--- config.mk ---
export PLATFORM = sky130hd
export DESIGN_NAME = shar_ctrl
export DESIGN_NICKNAME = d
export VERILOG_FILES = /design/src/hdl/shar_pkg.sv /design/src/hdl/shar_ctrl.sv
export VERILOG_INCLUDE_DIRS = /design/src /design/src/hdl
export SDC_FILE = /design/constraint.sdc
export NUM_CORES = 1
export LEC_CHECK = 0
export BUFFER_PORTS_ARGS = -buffer_cell sky130_fd_sc_hd__buf_4
export CORE_ASPECT_RATIO = 1.1
export CORE_MARGIN = 2
export CORE_UTILIZATION = 31
export CTS_CLUSTER_DIAMETER = 80
export CTS_CLUSTER_SIZE = 16
export DETAILED_ROUTE_END_ITERATION = 10
export HOLD_SLACK_MARGIN = 0.15
export SYNTH_ARGS = -nofsm -noshare
export SYNTH_HDL_FRONTEND = slang
export SYNTH_SLANG_ARGS = --single-unit
--- constraint.sdc ---
create_clock -name clk -period 3.1 [get_ports clk]
set_input_delay 0 -clock clk [delete_from_list [all_inputs] [get_ports clk]]
set_output_delay 0 -clock clk [all_outputs]
set_load 0.01 [all_outputs]
--- src/hdl/assert_macros.svh ---
// Assertion macros shared by the registry RTL.
// Every macro samples on clk and is disabled while arst_n is low.
`ifndef ASSERT_MACROS_SVH
`define ASSERT_MACROS_SVH

// The consequent must hold in the same cycle as the antecedent.
`define SHAR_ASSERT_SAME(label, ante, cons) \
	label: assert property (@(posedge clk) disable iff (!arst_n) (ante) |-> (cons)) \
		else $error("registry check failed: same-cycle implication");

// The consequent must hold in the cycle after the antecedent.
`define SHAR_ASSERT_NEXT(label, ante, cons) \
	label: assert property (@(posedge clk) disable iff (!arst_n) (ante) |=> (cons)) \
		else $error("registry check failed: next-cycle implication");

`endif

--- src/hdl/shar_pkg.sv ---
// Shared types and constants of the short handle address registry.
// Used by the controller, the datapath and the top level; depends on nothing.
`default_nettype none

package shar_pkg;

	// Fixed field widths of the stream beats.
	localparam int FUNC_W       = 2;
	localparam int ADDR_FIELD_W = 64;
	localparam int KEY_FIELD_W  = 32;
	localparam int OFFS_FIELD_W = 16;
	localparam int STATUS_W     = 2;
	localparam int SLOT_FIELD_W = 6;

	// Input beat layout, lowest bit first, padded to whole bytes.
	localparam int IN_FUNC_LSB  = 0;
	localparam int IN_ADDR_LSB  = IN_FUNC_LSB + FUNC_W;
	localparam int IN_KEY_LSB   = IN_ADDR_LSB + ADDR_FIELD_W;
	localparam int IN_OFFS_LSB  = IN_KEY_LSB + KEY_FIELD_W;
	localparam int IN_USED_W    = IN_OFFS_LSB + OFFS_FIELD_W;
	localparam int IN_TDATA_W   = ((IN_USED_W + 7) / 8) * 8;

	// Output beat layout, lowest bit first, padded to whole bytes.
	localparam int OUT_USED_W   = STATUS_W + ADDR_FIELD_W + KEY_FIELD_W + OFFS_FIELD_W
		+ SLOT_FIELD_W;
	localparam int OUT_TDATA_W  = ((OUT_USED_W + 7) / 8) * 8;

	// Request codes.
	localparam logic [FUNC_W-1:0] FUNC_REGISTER   = 2'd0;
	localparam logic [FUNC_W-1:0] FUNC_UNREGISTER = 2'd1;
	localparam logic [FUNC_W-1:0] FUNC_ADDR2KEY   = 2'd2;
	localparam logic [FUNC_W-1:0] FUNC_KEY2ADDR   = 2'd3;

	// Result status codes.
	localparam logic [STATUS_W-1:0] STAT_OK        = 2'd0;
	localparam logic [STATUS_W-1:0] STAT_NOT_FOUND = 2'd1;
	localparam logic [STATUS_W-1:0] STAT_BAD_KEY   = 2'd2;
	localparam logic [STATUS_W-1:0] STAT_FULL      = 2'd3;

	// Commands from the controller to the datapath.
	typedef struct packed {
		logic load;    // capture the accepted request beat
		logic rd_en;   // read the table entry at the index
		logic clear;   // write an empty entry at the index
		logic commit;  // resolve the request, update the table, load the result
	} shar_cmd_t;

	// Status from the datapath to the controller.
	typedef struct packed {
		logic out_free;  // the result register can take a new beat this cycle
		logic out_busy;  // the result register holds a beat
	} shar_stat_t;

endpackage

`default_nettype wire

--- src/hdl/shar_ctrl.sv ---
// Controller of the registry: clearing pass, table scan sequencing and commit.
// Depends on shar_pkg and assert_macros.svh.
`default_nettype none
`include "assert_macros.svh"

module shar_ctrl import shar_pkg::*; #(
	parameter int TABLE_ENTRIES = 64
) (
	input  wire logic                             clk,
	input  wire logic                             arst_n,
	input  wire logic                             s_tvalid,
	output logic                                  s_tready,
	input  wire shar_stat_t                       stat,
	output shar_cmd_t                             cmd,
	output logic      [$clog2(TABLE_ENTRIES)-1:0] idx
);

	localparam int IDX_W = $clog2(TABLE_ENTRIES);
	localparam logic [IDX_W-1:0] LAST_IDX = IDX_W'(TABLE_ENTRIES - 1);

	localparam logic [2:0] S_CLEAR  = 3'd0;
	localparam logic [2:0] S_IDLE   = 3'd1;
	localparam logic [2:0] S_SCAN   = 3'd2;
	localparam logic [2:0] S_LAST   = 3'd3;
	localparam logic [2:0] S_COMMIT = 3'd4;

	logic [2:0]       state_q;
	logic [IDX_W-1:0] cnt_q;
	logic             at_last;

	assign at_last  = (cnt_q == LAST_IDX);
	assign s_tready = (state_q == S_IDLE);
	assign idx      = cnt_q;

	// Commands decoded from the state.
	always_comb begin
		cmd.load   = s_tvalid && (state_q == S_IDLE);
		cmd.rd_en  = (state_q == S_SCAN);
		cmd.clear  = (state_q == S_CLEAR);
		cmd.commit = (state_q == S_COMMIT) && stat.out_free;
	end

	// State register and entry counter.
	always_ff @(posedge clk or negedge arst_n) begin
		if (!arst_n) begin
			state_q <= S_CLEAR;
			cnt_q   <= '0;
		end else begin
			unique case (state_q)
				S_CLEAR: begin
					if (at_last) begin
						state_q <= S_IDLE;
						cnt_q   <= '0;
					end else begin
						cnt_q <= cnt_q + 1'b1;
					end
				end
				S_IDLE: begin
					if (s_tvalid) begin
						state_q <= S_SCAN;
						cnt_q   <= '0;
					end
				end
				S_SCAN: begin
					if (at_last) begin
						state_q <= S_LAST;
						cnt_q   <= '0;
					end else begin
						cnt_q <= cnt_q + 1'b1;
					end
				end
				S_LAST: begin
					state_q <= S_COMMIT;
				end
				S_COMMIT: begin
					if (stat.out_free) begin
						state_q <= S_IDLE;
					end
				end
				default: begin
					state_q <= S_IDLE;
					cnt_q   <= '0;
				end
			endcase
		end
	end

	// A result is only committed when the output register can take it.
	`SHAR_ASSERT_SAME(a_commit_out_free, cmd.commit, stat.out_free)
	// An accepted beat always starts a scan at the first entry.
	`SHAR_ASSERT_NEXT(a_load_starts_scan, cmd.load, (state_q == S_SCAN) && (cnt_q == '0))
	// The drain cycle directly follows the read of the final entry.
	`SHAR_ASSERT_NEXT(a_scan_drains, cmd.rd_en && at_last, state_q == S_LAST)
	// A commit always leaves a beat in the output register.
	`SHAR_ASSERT_NEXT(a_commit_fills_out, cmd.commit, stat.out_busy)

endmodule

`default_nettype wire

==> run summary <==
post-synthesis adder-cell area fraction -> 2.519%
Post-Synthesis Net Count -> 61
top area cells in the synthesized netlist -> dfrtp_1 45%, o21ai_1 8.1%, nor2_1 6.0%, nand2_1 3.8%, o21ai_4 3.3%
slowest stage delay, CP -> 0.45 ns
total vias in the final route -> 456
CP delay by family, top -> simple AND/OR/NAND/NOR gates
start point of the critical path -> state_q[1]
Antenna diodes -> 0
kind of end point of the critical path -> output pin
initial antenna violation count -> 0
CTS tree -> yes
CP max-delay cell -> or3b_4
clock network fraction of total power -> 15.5%
gr usage total -> 12.17%
synthesized netlist cell count -> 55
mux share of post-synthesis cell area -> 2.015%
relative slew slack -> 72.36%
vias in the first global route -> 377
hold depth -> 5
cell type with the largest total area after synthesis -> dfrtp_1
global-route wire length before repair -> 1.752 mm
largest family of logic cells by synthesized area -> simple AND/OR/NAND/NOR gates
R2R Setup Slk -> 1.83 ns
syn avg cell area -> 9.031 um^2
Slew @ Worst Pin -> 0.4132 ns
wire per inst -> 11.66 um
Crit path buffers/inverters -> 1
num ports -> 16
register area share after synthesis -> 45.34%
num rows -> 15
RSZ-0062 raised after global routing -> false
worst-path fanout max -> 7
final hold vios -> 0
Starting Density -> 32.28%
sequential cell area -> 225.2 um^2
pin count of the biggest net entering global routing -> 10
cell chain of the critical path -> or3b_4, nor2_1, buf_4
top-area cell type share of the netlist area -> 45.34%
core area -> 1539 um^2
post-layout util -> 43.41%
total CTS buffers -> 3
CP startpoint kind -> flip-flop
Final Max Tran Viols -> 0
Pre-antenna DRT Iters -> 4
overall routed net length -> 1.073 mm
Unique masters post-synth -> 24
clock root cell -> clkbuf_4
Multi-input gate area -> 252.7 um^2
minimum clock period -> 1.371 ns
Peak Freq -> 729.3 MHz
Worst R2R End -> idx[5]
Synth-to-Final Area Change -> 34.51%
Die Area -> 1939 um^2
Compound-Gate Fraction of Synth Area -> 21.16%
PortBufs -> 14
sequential share of power -> 41.0%
crit share post-route -> 44.23%
min-delay src -> s_tvalid
Peak VDD IR -> 0.4127 mV
Hold Path Class -> in -> reg
CTS Sinks -> 9
sw frac -> 39.70%
worst path arrival time -> 1.37 ns
Mapped Area -> 496.7 um^2
placed wire-length estimate -> 784 um
r2r worst-path depth -> 4
CP required -> 3.10 ns
clk_skew -> 0.0005885 ns
drt drc -> 0
ys flop type -> dfrtp_1
GRT overflow -> 0
Max Cap Violations -> 0
# setup viols final -> 0
Ys Warns -> 0
layout cells sized above 1 -> 26.67%
Post-Synth Simple-Gate Area -> 25.19%
Clk Latency, worst-skew pair -> 0.25 ns
number of nets in the layout -> 82
reg-to-reg startpoint -> state_q[0]
power share of the combinational group -> 43.5%
Die Width -> 42.17 um
WHS Endpoint -> state_q[0]
status -> finished, final reports clean
Worst-path clk slew -> 0.06 ns
Async SR Flop Fraction -> 100.0%
drt via density -> 4.957
power per cell area -> 848.0 nW/um^2
ANT nets after route -> 0
Post-synth EDFFs -> 0
H-Tree Depth -> 1
Sum Neg Setup Slack -> 0 ns
Net Sw Power -> 0.0002249 W
leak pwr -> 0.3119 nW
Yosys reg bits -> 9
post-cts resize count -> 0
die height -> 45.99 um
fill count -> 158
worst-case clock buffer depth -> 2
P_int -> 0.0003417 W
xor/xnor share of the synthesized area -> 0%
RD Place Congestion -> 0.7175
Setup CP Type -> reg -> out
DRT iter0 DRCs -> 11
## cell usage in the layout (no fill, tap or decap)
| cell | netlist | routed |
|---|---|---|
| a21oi_1 | 3 | 3 |
| a22o_1 | 1 | 1 |
| a31oi_1 | 1 | 1 |
| and3_1 | 1 | 1 |
| buf_4 | 0 | 14 |
| clkbuf_1 | 0 | 1 |
| clkbuf_4 | 0 | 3 |
| dfrtp_1 | 9 | 9 |
| dlygate4sd3_1 | 0 | 3 |
| ha_1 | 1 | 1 |
| inv_1 | 2 | 2 |
| mux2i_1 | 1 | 1 |
| nand2_1 | 5 | 5 |
| nand2b_1 | 1 | 1 |
| nand3_1 | 2 | 2 |
| nand4_1 | 1 | 1 |
| nor2_1 | 8 | 8 |
| nor2b_1 | 2 | 2 |
| nor3_1 | 1 | 1 |
| nor4_2 | 1 | 1 |
| o21a_1 | 1 | 1 |
| o21ai_0 | 1 | 1 |
| o21ai_1 | 8 | 8 |
| o21ai_4 | 1 | 1 |
| o22ai_1 | 1 | 1 |
| or2_1 | 1 | 1 |
| or3b_4 | 1 | 1 |
## worst min-delay path: stages
cell and delay [ns]:
buf_4 0.08, nor2_1 0.03, a21oi_1 0.11, o21ai_1 0.07, o21a_1 0.10
## cells by family after synthesis
group | Yosys count
buffers and inverters | 3
muxes | 1
AOI/OAI and AO/OA | 17
DFF | 9
adders and majority gates | 1
and+or+nand+nor | 24
## state kept, by name, indices dropped and copies added (netlist names)
name,flops
idx,6
state_q,3
## layout make-up
class / instances / share of cell area (%)
multi-input combinational: 43 / 37.83
tap: 17 / 3.184
clock buffer: 4 / 3.933
inverter: 2 / 1.124
timing repair buffer: 17 / 20.22
sequential: 9 / 33.71
## how the worst max path moves through the flow
stage	endpoint	cells after the start
6_report	cmd[0]	3
3_3_place_gp	idx[4]	4
2_1_floorplan	idx[5]	5
3_5_place_dp	idx[2]	4
5_1_grt	cmd[0]	3
4_1_cts	cmd[0]	3
## Yosys cell counts (2+ instances only)
cell type  count
a21oi_1        3
dfrtp_1        9
inv_1          2
nand2_1        5
nand3_1        2
nor2_1         8
nor2b_1        2
o21ai_1        8
## metal layers
metal	track usage, %	vias up	wire length [um]
met5	0	-	0
met4	5.625	0	0
met3	3.175	0	84
met2	19.08	18	485
met1	15.82	201	504
li1	-	237	-
## through the flow
stage                     cells  hold WS, ns  setup WS (ns)  cell area (um^2)  total power (W)
after detailed placement     85      -0.1682          1.858             611.8        0.0004785
after global routing         92       0.2370          1.662             668.1        0.0006118
final                        92       0.1793          1.729             668.1        0.0005666
after CTS                    92       0.1806          1.725             668.1        0.0005722
after global placement       85      -0.1691          1.857             611.8        0.0004749
after floorplan              55      -0.2956          1.918             496.7        0.0003659
## repair_timing
action / 4_1_cts / 5_1_grt
hold endpoints to repair: 11 / 0
buffers inserted: 0 / 0
hold buffers: 3 / 0
setup endpoints to repair: 0 / 0
## power by group through the flow
stage | logic, W | registers (W) | clock network [W]
after floorplan | 0.000127 | 0.000239 | 0
after global placement | 0.000242 | 0.000233 | 0
after detailed placement | 0.000244 | 0.000234 | 0
after CTS | 0.000249 | 0.000233 | 0.0000902
after global routing | 0.000274 | 0.000242 | 0.0000959
final | 0.000246 | 0.000233 | 0.0000879
Note: power is estimated with default switching activity, not from simulation.
